[config.mk]
export PLATFORM = sky130hd
export DESIGN_NAME = recurrence_base_digit_expander_unit
export DESIGN_NICKNAME = d
export VERILOG_FILES = /design/src/rbde_pkg.sv /design/src/rbde_build.sv /design/src/rbde_front.sv /design/src/rbde_fifo.sv /design/src/rbde_back.sv /design/src/recurrence_base_digit_expander_unit.sv
export SDC_FILE = /design/constraint.sdc
export NUM_CORES = 2
export LEC_CHECK = 0
export BUFFER_PORTS_ARGS = -buffer_cell sky130_fd_sc_hd__buf_2
export CELL_PAD_IN_SITES_DETAIL_PLACEMENT = 0
export CELL_PAD_IN_SITES_GLOBAL_PLACEMENT = 2
export CORE_MARGIN = 1
export CORE_UTILIZATION = 46
export CTS_BUF_LIST = sky130_fd_sc_hd__clkbuf_4 sky130_fd_sc_hd__clkbuf_8 sky130_fd_sc_hd__clkbuf_16
export CTS_CLUSTER_SIZE = 10
export DETAILED_ROUTE_END_ITERATION = 8
export GPL_TIMING_DRIVEN = 0
export PLACE_DENSITY_LB_ADDON = 0.1
export SLEW_MARGIN = 0
export SYNTH_ARGS = -nofsm -noshare
export SYNTH_HDL_FRONTEND = slang
export SYNTH_SLANG_ARGS = --single-unit
[constraint.sdc]
create_clock -name clk -period 13.1 [get_ports clk]
set_input_delay 2.62 -clock clk [delete_from_list [all_inputs] [get_ports clk]]
set_output_delay 2.62 -clock clk [all_outputs]
set_load 0.02 [all_outputs]
[src/rbde_pkg.sv]
// ----------------------------------------------------------------------------
// rbde_pkg
// Shared types and constants of the recurrence-base digit expander.
// ----------------------------------------------------------------------------
package rbde_pkg;

  localparam int VALUE_WIDTH_DEF = 32;
  localparam int MAX_DIGITS_DEF  = 48;

  localparam int NUMBER_W   = 32;
  localparam int DIGIT_W    = 10;
  localparam int PLACE_W    = 6;
  localparam int COEF_W     = 8;
  localparam int CFG_ADDR_W = 3;
  localparam int TDATA_W    = 16;

  localparam int TBL_ADDR_MAX_W = 6;
  localparam int VALUE_MAX_W    = 64;

  localparam logic [VALUE_MAX_W-1:0] DIGIT_MAX = 64'd1023;

  typedef enum logic [CFG_ADDR_W-1:0] {
    REG_COEF_FIRST  = 3'd0,
    REG_COEF_SECOND = 3'd1,
    REG_COEF_THIRD  = 3'd2,
    REG_COEF_FOURTH = 3'd3,
    REG_FOUR_TERM   = 3'd4
  } cfg_reg_t;

  typedef enum logic {
    BLD_RUN,
    BLD_DONE
  } build_state_t;

  typedef enum logic [2:0] {
    ST_IDLE,
    ST_SRCH_RD,
    ST_SRCH_CMP,
    ST_DESC_RD,
    ST_DESC_CHK,
    ST_DIV,
    ST_EMIT,
    ST_FLUSH
  } back_state_t;

  // weight table write from the builder
  typedef struct packed {
    logic                      we;
    logic [TBL_ADDR_MAX_W-1:0] addr;
    logic [VALUE_MAX_W-1:0]    data;
  } tbl_wr_t;

endpackage

[src/rbde_build.sv]
// ----------------------------------------------------------------------------
// rbde_build
// Configuration registers and weight table builder, one product per cycle.
// ----------------------------------------------------------------------------
module rbde_build #(
  parameter int VALUE_WIDTH = rbde_pkg::VALUE_WIDTH_DEF,
  parameter int MAX_DIGITS  = rbde_pkg::MAX_DIGITS_DEF
) (
  input  logic                                clk,
  input  logic                                rst,
  input  logic                                cfg_we,
  input  logic [rbde_pkg::CFG_ADDR_W-1:0]     cfg_addr,
  input  logic [rbde_pkg::COEF_W-1:0]         cfg_wdata,
  output rbde_pkg::tbl_wr_t                   tbl_wr,
  output logic                                busy
);

  localparam int PW = $clog2(MAX_DIGITS + 1);
  localparam int CW = rbde_pkg::COEF_W + 1;
  localparam logic [VALUE_WIDTH-1:0] VMAX = {VALUE_WIDTH{1'b1}};

  rbde_pkg::build_state_t state, state_next;

  logic [rbde_pkg::COEF_W-1:0] c1, c2, c3, c4;
  logic                        mode;
  logic [PW-1:0]               idx;
  logic [2:0]                  term;
  logic [VALUE_WIDTH-1:0]      acc;
  logic [VALUE_WIDTH-1:0]      hist [4];

  logic                        cfg_hit;
  logic [2:0]                  nterms;
  logic [CW-1:0]               coef;
  logic [VALUE_WIDTH-1:0]      hsel;
  logic [VALUE_WIDTH+CW-1:0]   prod;
  logic [VALUE_WIDTH-1:0]      prod_sat;
  logic [VALUE_WIDTH:0]        sum;
  logic                        entry_done;
  logic [PW-1:0]               idx_inc;

  always_comb begin
    unique case (rbde_pkg::cfg_reg_t'(cfg_addr))
      rbde_pkg::REG_COEF_FIRST, rbde_pkg::REG_COEF_SECOND, rbde_pkg::REG_COEF_THIRD,
      rbde_pkg::REG_COEF_FOURTH, rbde_pkg::REG_FOUR_TERM: cfg_hit = cfg_we;
      default: cfg_hit = 1'b0;
    endcase
  end

  assign idx_inc = idx + PW'(1);

  // term schedule of the current entry
  always_comb begin
    if (idx == PW'(0)) begin
      nterms = 3'd0;
      coef   = '0;
    end else if (idx == PW'(1)) begin
      nterms = 3'd1;
      coef   = CW'(c1);
    end else if (idx == PW'(2)) begin
      nterms = 3'd1;
      coef   = CW'(c2) + CW'(1);
    end else if (idx == PW'(3) && mode) begin
      nterms = 3'd2;
      coef   = (term == 3'd0) ? CW'(1) : CW'(c3);
    end else if (mode) begin
      nterms = 3'd4;
      case (term)
        3'd0:    coef = CW'(c4);
        3'd1:    coef = CW'(c3);
        3'd2:    coef = CW'(c2);
        default: coef = CW'(c1);
      endcase
    end else begin
      nterms = 3'd3;
      case (term)
        3'd0:    coef = CW'(c3);
        3'd1:    coef = CW'(c2);
        default: coef = CW'(c1);
      endcase
    end
  end

  assign hsel       = hist[term[1:0]];
  assign prod       = (VALUE_WIDTH+CW)'(coef) * (VALUE_WIDTH+CW)'(hsel);
  assign prod_sat   = (prod[VALUE_WIDTH+CW-1:VALUE_WIDTH] != '0) ? VMAX
                                                                 : prod[VALUE_WIDTH-1:0];
  assign sum        = {1'b0, acc} + {1'b0, prod_sat};
  assign entry_done = (term == nterms);

  // a register write restarts the build from any state
  always_comb begin
    unique case (state)
      rbde_pkg::BLD_RUN:  state_next = (entry_done && idx == PW'(MAX_DIGITS - 1))
                                       ? rbde_pkg::BLD_DONE : rbde_pkg::BLD_RUN;
      rbde_pkg::BLD_DONE: state_next = rbde_pkg::BLD_DONE;
      default:            state_next = rbde_pkg::BLD_DONE;
    endcase
    if (cfg_hit) state_next = rbde_pkg::BLD_RUN;
  end

  always_comb begin
    busy        = (state == rbde_pkg::BLD_RUN);
    tbl_wr.we   = busy && entry_done;
    tbl_wr.addr = rbde_pkg::TBL_ADDR_MAX_W'(idx);
    tbl_wr.data = rbde_pkg::VALUE_MAX_W'(acc);
  end

  always_ff @(posedge clk) begin
    if (rst) begin
      state <= rbde_pkg::BLD_RUN;
      c1    <= rbde_pkg::COEF_W'(1);
      c2    <= rbde_pkg::COEF_W'(1);
      c3    <= rbde_pkg::COEF_W'(1);
      c4    <= rbde_pkg::COEF_W'(1);
      mode  <= 1'b0;
      idx   <= '0;
      term  <= '0;
      acc   <= VALUE_WIDTH'(1);
    end else begin
      state <= state_next;
      if (cfg_hit) begin
        unique case (rbde_pkg::cfg_reg_t'(cfg_addr))
          rbde_pkg::REG_COEF_FIRST:  c1   <= cfg_wdata;
          rbde_pkg::REG_COEF_SECOND: c2   <= cfg_wdata;
          rbde_pkg::REG_COEF_THIRD:  c3   <= cfg_wdata;
          rbde_pkg::REG_COEF_FOURTH: c4   <= cfg_wdata;
          rbde_pkg::REG_FOUR_TERM:   mode <= cfg_wdata[0];
          default: ;
        endcase
        idx  <= '0;
        term <= '0;
        acc  <= VALUE_WIDTH'(1);
      end else if (state == rbde_pkg::BLD_RUN) begin
        if (entry_done) begin
          idx  <= idx_inc;
          term <= '0;
          acc  <= (idx_inc == PW'(1)) ? VALUE_WIDTH'(1) : '0;
        end else begin
          term <= term + 3'd1;
          acc  <= sum[VALUE_WIDTH] ? VMAX : sum[VALUE_WIDTH-1:0];
        end
      end
    end
  end

  always_ff @(posedge clk) begin
    if (state == rbde_pkg::BLD_RUN && entry_done) begin
      hist[3] <= hist[2];
      hist[2] <= hist[1];
      hist[1] <= hist[0];
      hist[0] <= acc;
    end
  end

endmodule

[src/rbde_front.sv]
// ----------------------------------------------------------------------------
// rbde_front
// Input side: accepts numbers, clamps them to the value range, drops zeros.
// ----------------------------------------------------------------------------
module rbde_front #(
  parameter int VALUE_WIDTH = rbde_pkg::VALUE_WIDTH_DEF
) (
  input  logic                           s_tvalid,
  output logic                           s_tready,
  input  logic [rbde_pkg::NUMBER_W-1:0]  s_tdata,
  input  logic                           table_busy,
  input  logic                           q_ready,
  output logic                           q_push,
  output logic [VALUE_WIDTH-1:0]         q_data
);

  localparam logic [VALUE_WIDTH-1:0] VMAX = {VALUE_WIDTH{1'b1}};

  logic [rbde_pkg::VALUE_MAX_W-1:0] wide;

  assign wide     = rbde_pkg::VALUE_MAX_W'(s_tdata);
  assign s_tready = q_ready && !table_busy;
  // a zero number has no digits
  assign q_push   = s_tvalid && s_tready && (s_tdata != '0);
  assign q_data   = (wide > rbde_pkg::VALUE_MAX_W'(VMAX)) ? VMAX : wide[VALUE_WIDTH-1:0];

endmodule

[src/rbde_fifo.sv]
// ----------------------------------------------------------------------------
// rbde_fifo
// Two-entry queue between the front and the back.
// ----------------------------------------------------------------------------
module rbde_fifo #(
  parameter int WIDTH = rbde_pkg::VALUE_WIDTH_DEF
) (
  input  logic             clk,
  input  logic             rst,
  input  logic             push,
  input  logic [WIDTH-1:0] push_data,
  output logic             ready,
  input  logic             pop,
  output logic             valid,
  output logic [WIDTH-1:0] pop_data
);

  logic [WIDTH-1:0] mem [2];
  logic             wptr, rptr;
  logic [1:0]       count;

  assign ready    = (count != 2'd2);
  assign valid    = (count != 2'd0);
  assign pop_data = mem[rptr];

  always_ff @(posedge clk) begin
    if (rst) begin
      wptr  <= 1'b0;
      rptr  <= 1'b0;
      count <= 2'd0;
    end else begin
      if (push) wptr <= ~wptr;
      if (pop)  rptr <= ~rptr;
      count <= count + 2'(push) - 2'(pop);
    end
  end

  always_ff @(posedge clk) begin
    if (push) mem[wptr] <= push_data;
  end

endmodule

[src/rbde_back.sv]
// ----------------------------------------------------------------------------
// rbde_back
// Weight table, position search, bit-serial divider and digit output.
// ----------------------------------------------------------------------------
module rbde_back #(
  parameter int VALUE_WIDTH = rbde_pkg::VALUE_WIDTH_DEF,
  parameter int MAX_DIGITS  = rbde_pkg::MAX_DIGITS_DEF
) (
  input  logic                            clk,
  input  logic                            rst,
  input  rbde_pkg::tbl_wr_t               tbl_wr,
  input  logic                            q_valid,
  input  logic [VALUE_WIDTH-1:0]          q_data,
  output logic                            q_pop,
  output logic                            m_tvalid,
  input  logic                            m_tready,
  output logic [rbde_pkg::TDATA_W-1:0]    m_tdata,
  output logic                            m_tlast
);

  localparam int AW = $clog2(MAX_DIGITS);
  localparam int PW = $clog2(MAX_DIGITS + 1);
  localparam int BW = $clog2(VALUE_WIDTH);

  rbde_pkg::back_state_t state, state_next;

  logic [VALUE_WIDTH-1:0] mem [MAX_DIGITS];
  logic [AW-1:0]          rd_addr;
  logic [VALUE_WIDTH-1:0] rd_data;

  logic [VALUE_WIDTH-1:0] rem, wp, dv, quo, rmd;
  logic [PW-1:0]          p;
  logic                   skip;
  logic [BW-1:0]          bitc;

  logic                       pend_v;
  logic [rbde_pkg::TDATA_W-1:0] pend_data;
  logic                       out_free;

  logic [PW-1:0]              p_inc, p_dec;
  logic [VALUE_WIDTH:0]       trial, diff;
  logic                       ge;
  logic [VALUE_WIDTH-1:0]     rmd_n;
  logic [rbde_pkg::VALUE_MAX_W-1:0] quo_w;
  logic [rbde_pkg::DIGIT_W-1:0] digit_v;
  logic                       emit_go, flush_go;
  logic                       load_out;

  assign p_inc    = p + PW'(1);
  assign p_dec    = p - PW'(1);
  assign out_free = !m_tvalid || m_tready;
  assign emit_go  = !pend_v || out_free;
  assign flush_go = !pend_v || out_free;
  assign load_out = pend_v && ((state == rbde_pkg::ST_EMIT && emit_go) ||
                               (state == rbde_pkg::ST_FLUSH && flush_go));

  // one restoring division step
  assign trial = {rmd, quo[VALUE_WIDTH-1]};
  assign diff  = trial - {1'b0, dv};
  assign ge    = !diff[VALUE_WIDTH];
  assign rmd_n = ge ? diff[VALUE_WIDTH-1:0] : trial[VALUE_WIDTH-1:0];

  assign quo_w   = rbde_pkg::VALUE_MAX_W'(quo);
  assign digit_v = (quo_w > rbde_pkg::DIGIT_MAX) ? rbde_pkg::DIGIT_W'(rbde_pkg::DIGIT_MAX)
                                                 : quo_w[rbde_pkg::DIGIT_W-1:0];

  always_comb begin
    state_next = state;
    unique case (state)
      rbde_pkg::ST_IDLE:     if (q_valid) state_next = rbde_pkg::ST_SRCH_RD;
      rbde_pkg::ST_SRCH_RD:  state_next = rbde_pkg::ST_SRCH_CMP;
      rbde_pkg::ST_SRCH_CMP: state_next = (rd_data <= rem && p_inc != PW'(MAX_DIGITS))
                                          ? rbde_pkg::ST_SRCH_RD : rbde_pkg::ST_DESC_RD;
      rbde_pkg::ST_DESC_RD:  state_next = rbde_pkg::ST_DESC_CHK;
      rbde_pkg::ST_DESC_CHK: begin
        if (skip) begin
          state_next = (p_dec == '0) ? rbde_pkg::ST_FLUSH : rbde_pkg::ST_DESC_RD;
        end else if (rd_data == '0) begin
          state_next = rbde_pkg::ST_EMIT;
        end else begin
          state_next = rbde_pkg::ST_DIV;
        end
      end
      rbde_pkg::ST_DIV:      if (bitc == '0) state_next = rbde_pkg::ST_EMIT;
      rbde_pkg::ST_EMIT: begin
        if (emit_go) begin
          state_next = (p_dec == '0) ? rbde_pkg::ST_FLUSH : rbde_pkg::ST_DESC_RD;
        end
      end
      rbde_pkg::ST_FLUSH:    if (flush_go) state_next = rbde_pkg::ST_IDLE;
      default:               state_next = rbde_pkg::ST_IDLE;
    endcase
  end

  always_comb begin
    q_pop   = (state == rbde_pkg::ST_IDLE) && q_valid;
    rd_addr = (state == rbde_pkg::ST_DESC_RD) ? p_dec[AW-1:0] : p[AW-1:0];
  end

  always_ff @(posedge clk) begin
    if (tbl_wr.we) mem[tbl_wr.addr[AW-1:0]] <= tbl_wr.data[VALUE_WIDTH-1:0];
    rd_data <= mem[rd_addr];
  end

  always_ff @(posedge clk) begin
    if (rst) begin
      state    <= rbde_pkg::ST_IDLE;
      pend_v   <= 1'b0;
      m_tvalid <= 1'b0;
    end else begin
      state <= state_next;
      if (load_out) begin
        m_tvalid <= 1'b1;
      end else if (m_tready) begin
        m_tvalid <= 1'b0;
      end
      if (state == rbde_pkg::ST_EMIT && emit_go) begin
        pend_v <= 1'b1;
      end
      if (state == rbde_pkg::ST_FLUSH && flush_go) begin
        pend_v <= 1'b0;
      end
    end
  end

  always_ff @(posedge clk) begin
    unique case (state)
      rbde_pkg::ST_IDLE: begin
        rem <= q_data;
        p   <= '0;
      end
      rbde_pkg::ST_SRCH_CMP: begin
        if (rd_data <= rem) p <= p_inc;
        else                wp <= rd_data;
      end
      rbde_pkg::ST_DESC_RD: skip <= (p != PW'(MAX_DIGITS)) && (wp <= rem);
      rbde_pkg::ST_DESC_CHK: begin
        wp <= rd_data;
        if (skip) begin
          p <= p_dec;
        end else if (rd_data == '0) begin
          quo <= '0;
        end else begin
          quo  <= rem;
          dv   <= rd_data;
          rmd  <= '0;
          bitc <= BW'(VALUE_WIDTH - 1);
        end
      end
      rbde_pkg::ST_DIV: begin
        rmd  <= rmd_n;
        quo  <= {quo[VALUE_WIDTH-2:0], ge};
        bitc <= bitc - BW'(1);
        if (bitc == '0) rem <= rmd_n;
      end
      rbde_pkg::ST_EMIT: begin
        if (emit_go) begin
          pend_data <= {rbde_pkg::PLACE_W'(p_dec), digit_v};
          p         <= p_dec;
          if (pend_v) begin
            m_tdata <= pend_data;
            m_tlast <= 1'b0;
          end
        end
      end
      rbde_pkg::ST_FLUSH: begin
        if (flush_go && pend_v) begin
          m_tdata <= pend_data;
          m_tlast <= 1'b1;
        end
      end
      default: ;
    endcase
  end

endmodule

[src/recurrence_base_digit_expander_unit.sv]
// ----------------------------------------------------------------------------
// recurrence_base_digit_expander_unit
// Greedy digit expansion of a number over recurrence-defined place weights.
// ----------------------------------------------------------------------------
// Each number is expanded into digits most significant first, with tlast on
// the final digit; zero yields no transaction. After reset and after every
// register write the weight table is rebuilt, one product per cycle, and
// s_axis_tready stays low meanwhile. An item first reads the table upward to
// find its top position, then walks the positions down and runs the divider
// for each digit, with the pace set by the one-bit-per-cycle divider and the
// single table read port.
module recurrence_base_digit_expander_unit #(
  parameter int VALUE_WIDTH = rbde_pkg::VALUE_WIDTH_DEF,
  parameter int MAX_DIGITS  = rbde_pkg::MAX_DIGITS_DEF
) (
  input  logic                              clk,
  input  logic                              rst,
  input  logic                              s_axis_tvalid,
  output logic                              s_axis_tready,
  input  logic [rbde_pkg::NUMBER_W-1:0]     s_axis_tdata,   // number_in
  output logic                              m_axis_tvalid,
  input  logic                              m_axis_tready,
  output logic [rbde_pkg::TDATA_W-1:0]      m_axis_tdata,   // digit, place
  output logic                              m_axis_tlast,
  input  logic                              cfg_we,
  input  logic [rbde_pkg::CFG_ADDR_W-1:0]   cfg_addr,
  input  logic [rbde_pkg::COEF_W-1:0]       cfg_wdata
);

  rbde_pkg::tbl_wr_t      tbl_wr;
  logic                   busy;
  logic                   q_ready, q_push, q_valid, q_pop;
  logic [VALUE_WIDTH-1:0] q_in, q_out;

  rbde_build #(.VALUE_WIDTH(VALUE_WIDTH), .MAX_DIGITS(MAX_DIGITS)) u_build (
    .clk(clk), .rst(rst), .cfg_we(cfg_we), .cfg_addr(cfg_addr),
    .cfg_wdata(cfg_wdata), .tbl_wr(tbl_wr), .busy(busy)
  );

  rbde_front #(.VALUE_WIDTH(VALUE_WIDTH)) u_front (
    .s_tvalid(s_axis_tvalid), .s_tready(s_axis_tready), .s_tdata(s_axis_tdata),
    .table_busy(busy), .q_ready(q_ready), .q_push(q_push), .q_data(q_in)
  );

  rbde_fifo #(.WIDTH(VALUE_WIDTH)) u_fifo (
    .clk(clk), .rst(rst), .push(q_push), .push_data(q_in), .ready(q_ready),
    .pop(q_pop), .valid(q_valid), .pop_data(q_out)
  );

  rbde_back #(.VALUE_WIDTH(VALUE_WIDTH), .MAX_DIGITS(MAX_DIGITS)) u_back (
    .clk(clk), .rst(rst), .tbl_wr(tbl_wr), .q_valid(q_valid), .q_data(q_out),
    .q_pop(q_pop), .m_tvalid(m_axis_tvalid), .m_tready(m_axis_tready),
    .m_tdata(m_axis_tdata), .m_tlast(m_axis_tlast)
  );

endmodule

Yosys cells after proc, flatten, opt, wreduce, memory -nomap -nowiden
Memory sizes are Yosys's and may differ from the RTL's. A register that Yosys moved wholly into a read port is not among the register bits.
Cells that the tools add are included.

cells by class
  reduce and logical (&&, ||, !) cells = 53
  bitwise gates (word level) = 5
  order comparisons = 4
  $mul = 1
  add/sub/neg operators = 10
  equality and inequality tests = 33
  muxes and demuxes = 68

operators with widths
  kind                  number
  $mux 32               11
  $pmux 32 s2           4
  $le 32x32->1          2
  $mux 16               3
  $mux 9                5
  $mul 9x32->41         1
  $mux 3                12
  $add 32x32->33        1
  $sub 33x32->33        1
  $gt 32x10->1 const B  1
  $gt 32x32->1 const B  1
  $logic_not 32->1      1
  $pmux 16 s2           1
  $reduce_bool 32->1    1
  $mux 6                4
  $pmux 3 s8            1
  $pmux 6 s4            1
  $pmux 8 s3            1
  $reduce_and 2->1      10
  $pmux 8 s2            1
  $eq 3x2->1 const B    5
  $eq 3x3->1 const B    5
  $mux 1                14
  $ne 2x1->1 const B    7
  33 further kinds      80

word-level totals
  flip-flop bits (word level) = 289
  input bits = 48
  output and inout port bits = 19
  memories = 3
  word-level logic and storage cells = 204
  memory bits (writable) = 1728

memories
  memory        words  width  read ports  clocked after Yosys merged registers in  write ports  RTL line          text
  u_back.mem    48     32     1           1                                        1            rbde_back.sv:27   logic [VALUE_WIDTH-1:0] mem [MAX_DIGITS];
  u_build.hist  4      32     4           1                                        4            rbde_build.sv:29  logic [VALUE_WIDTH-1:0] hist [4];
  u_fifo.mem    2      32     1           1                                        1            rbde_fifo.sv:18   logic [WIDTH-1:0] mem [2];

Depth between registers and ports, before layout
  word-level depth = 13
  gate-level depth with buffers = 48

Hierarchy
A second synthesis with hierarchy kept.

unflattened totals
  cells, all modules = 6166
  area, all modules = 94156.6 um^2

modules (own cells, without submodules)
  module      sequential area each (um^2)  instances  cells each  area each (um^2)
  rbde_back   53020.9                      1          3822        71320.9
  rbde_build  5385.2                       1          2179        19809.0
  rbde_fifo   2021.9                       1          121         2682.6
  rbde_front  0.0                          1          44          344.1

Worst setup path before layout
Ideal clock, no wire load.

  kind = register -> register
  from = register u_build.term[1]
  to = register u_build.acc[0]
  clock period less this slack = 9843 ps
  required time = 13013 ps
  arrival = 9756 ps
  path slack = 3257 ps
  stages on the path, launching flop included = 46
  cell sequence = dfxtp_1 -> inv_1 -> ha_1 -> clkbuf_1 -> nor2b_1 -> buf_2 -> or3_1 -> clkbuf_1 -> nand3_1 -> o21ai_1 -> a2111oi_0 -> a21oi_1 -> a211oi_1 -> buf_2 -> nand2_1 -> fa_1 -> inv_1 -> fa_1 -> [... 10 more ...] -> a2111o_1 -> nor4b_2 -> nand3_1 -> a2111oi_2 -> buf_4 -> nand3_1 -> ha_1 -> clkbuf_1 -> nand4_1 -> a21oi_1 -> o211ai_1 -> a211oi_1 -> nor2_1 -> o31a_1 -> o21ai_1 -> clkbuf_1 -> nor3_1 -> o31ai_1

on the way
  cells in the longest elaborated chain, start to end = 13
  elaborated cells between the ends (all ways) = 18
  classes of those cells = add/sub: 1; mul: 1; eq/ne: 3; mux: 11; reduce/logical: 2

ends and longest elaborated chain
  what                                             RTL line                            text
  start, declared                                  rbde_build.sv:27                    logic [2:0] term;
  start signal, assigned                           rbde_build.sv:139                   term <= term + 3'd1;
  $eq 3x2->1, or another cell as far along         rbde_build.sv:67                    case (term)
  $pmux 8 s3 / $pmux 8 s2 (equally long branches)  rbde_build.sv:67, rbde_build.sv:75
  $mux 9                                           rbde_build.sv:65                    end else if (mode) begin
  $mux 9                                           rbde_build.sv:62                    end else if (idx == PW'(3) && mode) begin
  $mux 9                                           rbde_build.sv:59                    end else if (idx == PW'(2)) begin
  $mux 9                                           rbde_build.sv:56                    end else if (idx == PW'(1)) begin
  $mux 9                                           rbde_build.sv:53                    if (idx == PW'(0)) begin
  $mul 9x32->41                                    rbde_build.sv:84                    assign prod = (VALUE_WIDTH+CW)'(coef) * (VALUE_WIDTH+CW)'(hsel);
  $reduce_bool 9->1                                rbde_build.sv:85                    assign prod_sat = (prod[VALUE_WIDTH+CW-1:VALUE_WIDTH] != '0) ? VMAX
  $mux 32                                          rbde_build.sv:85
  $add 32x32->33                                   rbde_build.sv:87                    assign sum = {1'b0, acc} + {1'b0, prod_sat};
  $mux 32                                          rbde_build.sv:140                   acc <= sum[VALUE_WIDTH] ? VMAX : sum[VALUE_WIDTH-1:0];
  $mux 32 (*)                                      rbde_build.sv:134                   if (entry_done) begin
  end signal, assigned                             rbde_build.sv:137                   acc <= (idx_inc == PW'(1)) ? VALUE_WIDTH'(1) : '0;
  end signal, assigned                             rbde_build.sv:140
  end, declared                                    rbde_build.sv:28                    logic [VALUE_WIDTH-1:0] acc;

Mark *: on every way between the ends. The rest lies on a longest branch, timed or not.
A chain may end at the register's enable or synchronous reset.

Worst setup path after layout
Ends and elaborated chain as after synthesis.

==> results summary <==
The clock latency on the worst-skew pair is 0.87 ns. The category of the worst setup path launch point is a flop. The area of the placeable core is 0.2003 mm².

After filler insertion, the fill cell instance count of the layout stands at 16430. The vias after detailed routing is 52050. The delay of the slowest cell on the worst path came out at 0.57 ns. The worst hold path belongs to the class reg -> reg. The critical path arrival is 12.88 ns. The die covers 0.2039 mm². Setup slack closes at 0.8985 ns. The worst hold path begins at u_build.hist[2][20]$_DFFE_PP_.

The number of nets handed over by synthesis was 6191. Using the TritonRoute via totals, the vias-per-cell ratio works out to 5.865. Global routing used 25.43% of the available tracks across all layers.

The total grt overflow is 0. The final estimated routing congestion in global placement is 0.8450. The worst setup path is captured at a flop.

The height of the die is 451.5 µm. The H-tree was split into 4 levels. Buffers placed on the I/O ports in this run total 65. The worst-case headroom to the max-slew limit is 7.006%. The share of synthesized area in the top cell type comes to 62.45%.

For this block, the routed nets add up to 257400 µm of wire. The gate count after technology mapping came out at 5721. Global routing used 3.333% of the available met3 tracks. The growth of design area from synthesis to finish came out at 13.88%. The combinational power share came out at 34.0%.

The post-synthesis sequential element count is 2052. Once the floorplan was initialized, standard cells occupied 46.41% of the core. The first-pass iteration count of the detailed router is 6.

The top achievable clock speed is 0.08196 GHz. Clock-pin slew was measured on the worst setup and hold paths at 0.06 ns. The via count of the first global-routing pass is 53380.

In this run the worst path has a maximum fanout of 10. The fraction of final layout cells with drive strength greater than 1 is 19.21%. The portion of the post-synthesis area used by sequential elements came out at 65.01%. Clock tree synthesis inserted a total of 231 buffers. In the global route stage, met1 resource usage came out at 35.97%.

The count of flip-flops with a built-in enable after synthesis is 1933. For this design, the slowest cell found on the critical path is fa_1. The worst path uses 93.14% of the clock period. The longest clock path from root to sink contains 3 buffers.

The internal portion of the total power is 14.63 mW. The worst slack at placement came out at 0.1068 ns. The max-slew violation count is 0.

The I/O pin total came out at 67. The share of synthesized flip-flops with an asynchronous set or reset is 0%. Counting instances in the post-synthesis netlist gives the leading cell types as edfxtp_1 (1933), mux4_2 (488), nand2_1 (399). In the synthesized netlist the dominant register cell turns out to be edfxtp_1. TritonCTS built the clock tree. The share of total power dissipated in sequential elements is 39.7%. For the finished layout, the period the worst path requires is 12.20 ns.

The final hold violation count was 0. The total power came out at 22.53 mW. The required time at the endpoint of the critical path came out at 13.77 ns. The final clock skew is 0.1099 ns.

The residual antenna-violating net count after detailed routing is 0. The per-instance average area after synthesis came out at 16.25 µm². The half-perimeter wire length after placement came out at 181200 µm.

The number of max-cap violations is 0. The total leakage power is 37.24 nW. The layer with the highest usage is met2. The worst-margin pin slew is 1.385 ns. The number of unique standard cell types used by synthesis came out at 84.

The final hold slack is 0.3551 ns. The cell with the most instances after synthesis is edfxtp_1. The post-layout net count is 6588. The worst IR drop on VDD came out at 0.0001372 V. Entering global routing, the biggest net connects 52 pins. In this run the power density over the cells is 212.8 mW/mm².

Yosys printed 0 warnings. The clock share of power came out at 26.3%. The global routing usage on met2 is 41.77%. The clock sink count came out at 2052. For this block, the initial DRC count from the detailed router was 4883.

Buffers added to address setup during post-CTS repair amount to 0. Setup violations remaining at the end of the flow were counted as 0. The width of the die is 451.5 µm. The switching power total is 7.894 mW. The origin of the worst setup path is u_build.term[1]$_SDFFE_PP0N_.

The cell area after synthesis came out at 0.09295 mm². The cell type with the highest aggregate area in the netlist is edfxtp_1. The sum of negative setup slack came out at 0 ns. The remaining routing DRC violations is 0. The first global-routing pass estimated 374000 µm of wire. The number of standard-cell rows in the floorplan came out at 164. The start of the worst register-to-register path is u_build.term[1]$_SDFFE_PP0N_. The setup path with the least slack is of type reg -> reg.

The flow ran to the end, and the final reports show no timing, DRC or antenna violations. In the post-synthesis netlist, the biggest area contributors are edfxtp_1 (62%), mux4_2 (12%), fa_1 (4.6%). Dividing the detail-routed wire length by the instance count gives 29.00 µm. The initial antenna violation count was 4. The master cell of the clock root buffer is clkbuf_16.

The proportion of total power due to net switching came out at 35.04%.
## state kept, by name, indices dropped and copies added, names as in the netlist, 2 cells and up, named ones only
| signal | flops |
|---|---|
| u_back.mem | 1536 |
| u_build.acc | 32 |
| u_fifo.mem | 64 |
| u_build.idx | 6 |
| u_back.rem | 32 |
| u_build.term | 3 |
| u_build.hist | 128 |
| u_back.dv | 32 |
| u_back.quo | 32 |
| u_build.c4 | 8 |
| u_build.c2 | 8 |
| u_back.pend_data | 16 |
| u_back.wp | 32 |
| u_back.p | 6 |
| u_build.c3 | 8 |
| u_back.rmd | 32 |
| u_back.rd_data | 32 |
| u_back.bitc | 5 |
| u_back.state | 3 |
| u_back.m_tdata | 16 |
| u_fifo.count | 2 |
| u_build.c1 | 8 |
## timing repair
action                                  4_1_cts  5_1_grt
endpoints found under the setup margin        0       32
resized for setup                             0       18
hold buffers                                  0        0
## logic make-up (layout without fill, tap and decap cells)
| family | count (synthesis) | count (layout) | share of synthesized area, % |
|---|---|---|---|
| simple gates | 1190 | 1190 | 5.802 |
| fa+ha+maj | 422 | 422 | 7.401 |
| mux | 613 | 613 | 13.21 |
| xor+xnor | 98 | 98 | 0.9315 |
| compound gates | 745 | 745 | 5.115 |
| buf+inv | 601 | 1094 | 2.535 |
| flops | 2052 | 2052 | 65.01 |
| other cells | 0 | 4 | 0 |
## cell type report
class	instances	area, µm²	share of cell area, %
buffer	276	1140	1.077
timing repair buffer	164	2231	2.108
inverter	325	1220	1.152
tap	2656	3323	3.140
antenna	4	10.01	0.009456
clock buffer	301	6360	6.008
sequential	2052	60470	57.13
clock inverter	28	416.7	0.3936
multi-input combinational	3068	30680	28.99
## placed cells by master (no fill, tap or decap), drive strengths merged, types with 50 or more instances in the layout
master	netlist	final
xnor2	57	57
edfxtp	1933	1933
nor2	381	381
mux2i	98	98
a21o	74	74
ha	209	209
inv	324	329
nand3	107	107
dfxtp	119	119
buf	95	258
nor2b	50	50
clkbuf	181	483
a21oi	231	231
nand2	399	399
mux4	488	488
fa	213	213
o21ai	152	152
## power groups by stage
stage | sequential [mW] | clock [mW] | combinational [mW]
final | 8.94 | 5.93 | 7.65
after global routing | 9.00 | 6.27 | 8.23
after CTS | 8.95 | 6.03 | 7.72
after detailed placement | 9.07 | 0 | 7.68
after global placement | 9.76 | 0 | 6.72
after floorplan | 9.15 | 0 | 4.33
## metrics by stage
stage | cell area [µm²] | utilization [%] | cells
floorplan | 92950 | - | 5721
global route | 105800 | 52.85 | 8871
detailed placement | 98970 | 49.42 | 8540
CTS | 105800 | 52.80 | 8869
global placement | 96600 | 48.23 | 8442
finish | 105900 | 52.85 | 8874
## worst max-delay path: cells and delay by family, from the launching register on
family | cells | cell delay (ns)
DFF | 1 | 0.45
and+or+nand+nor | 9 | 1.80
AOI/OAI and AO/OA | 16 | 4.44
muxes | 1 | 0.36
adders and majority gates | 7 | 2.90
buffers and inverters | 11 | 2.16
## per-layer routing
metal  vias up  share of wire (%)
li1      22770                  -
met1     27380                 43
met2      1566                 49
met3       323                5.4
met4         0                2.5
met5         -                  0
## path summary, 6_finish.rpt
path,endpoint,slack [ns],cells past startpoint
max reg2reg,u_build.acc[0]$_SDFFE_PP1N_,0.90,44
max,u_build.acc[0]$_SDFFE_PP1N_,0.90,44
min reg2reg,u_build.hist[3][20]$_DFFE_PP_,0.36,0
min,u_build.hist[3][20]$_DFFE_PP_,0.36,0
No activity file was read; power rests on OpenSTA's default activity.
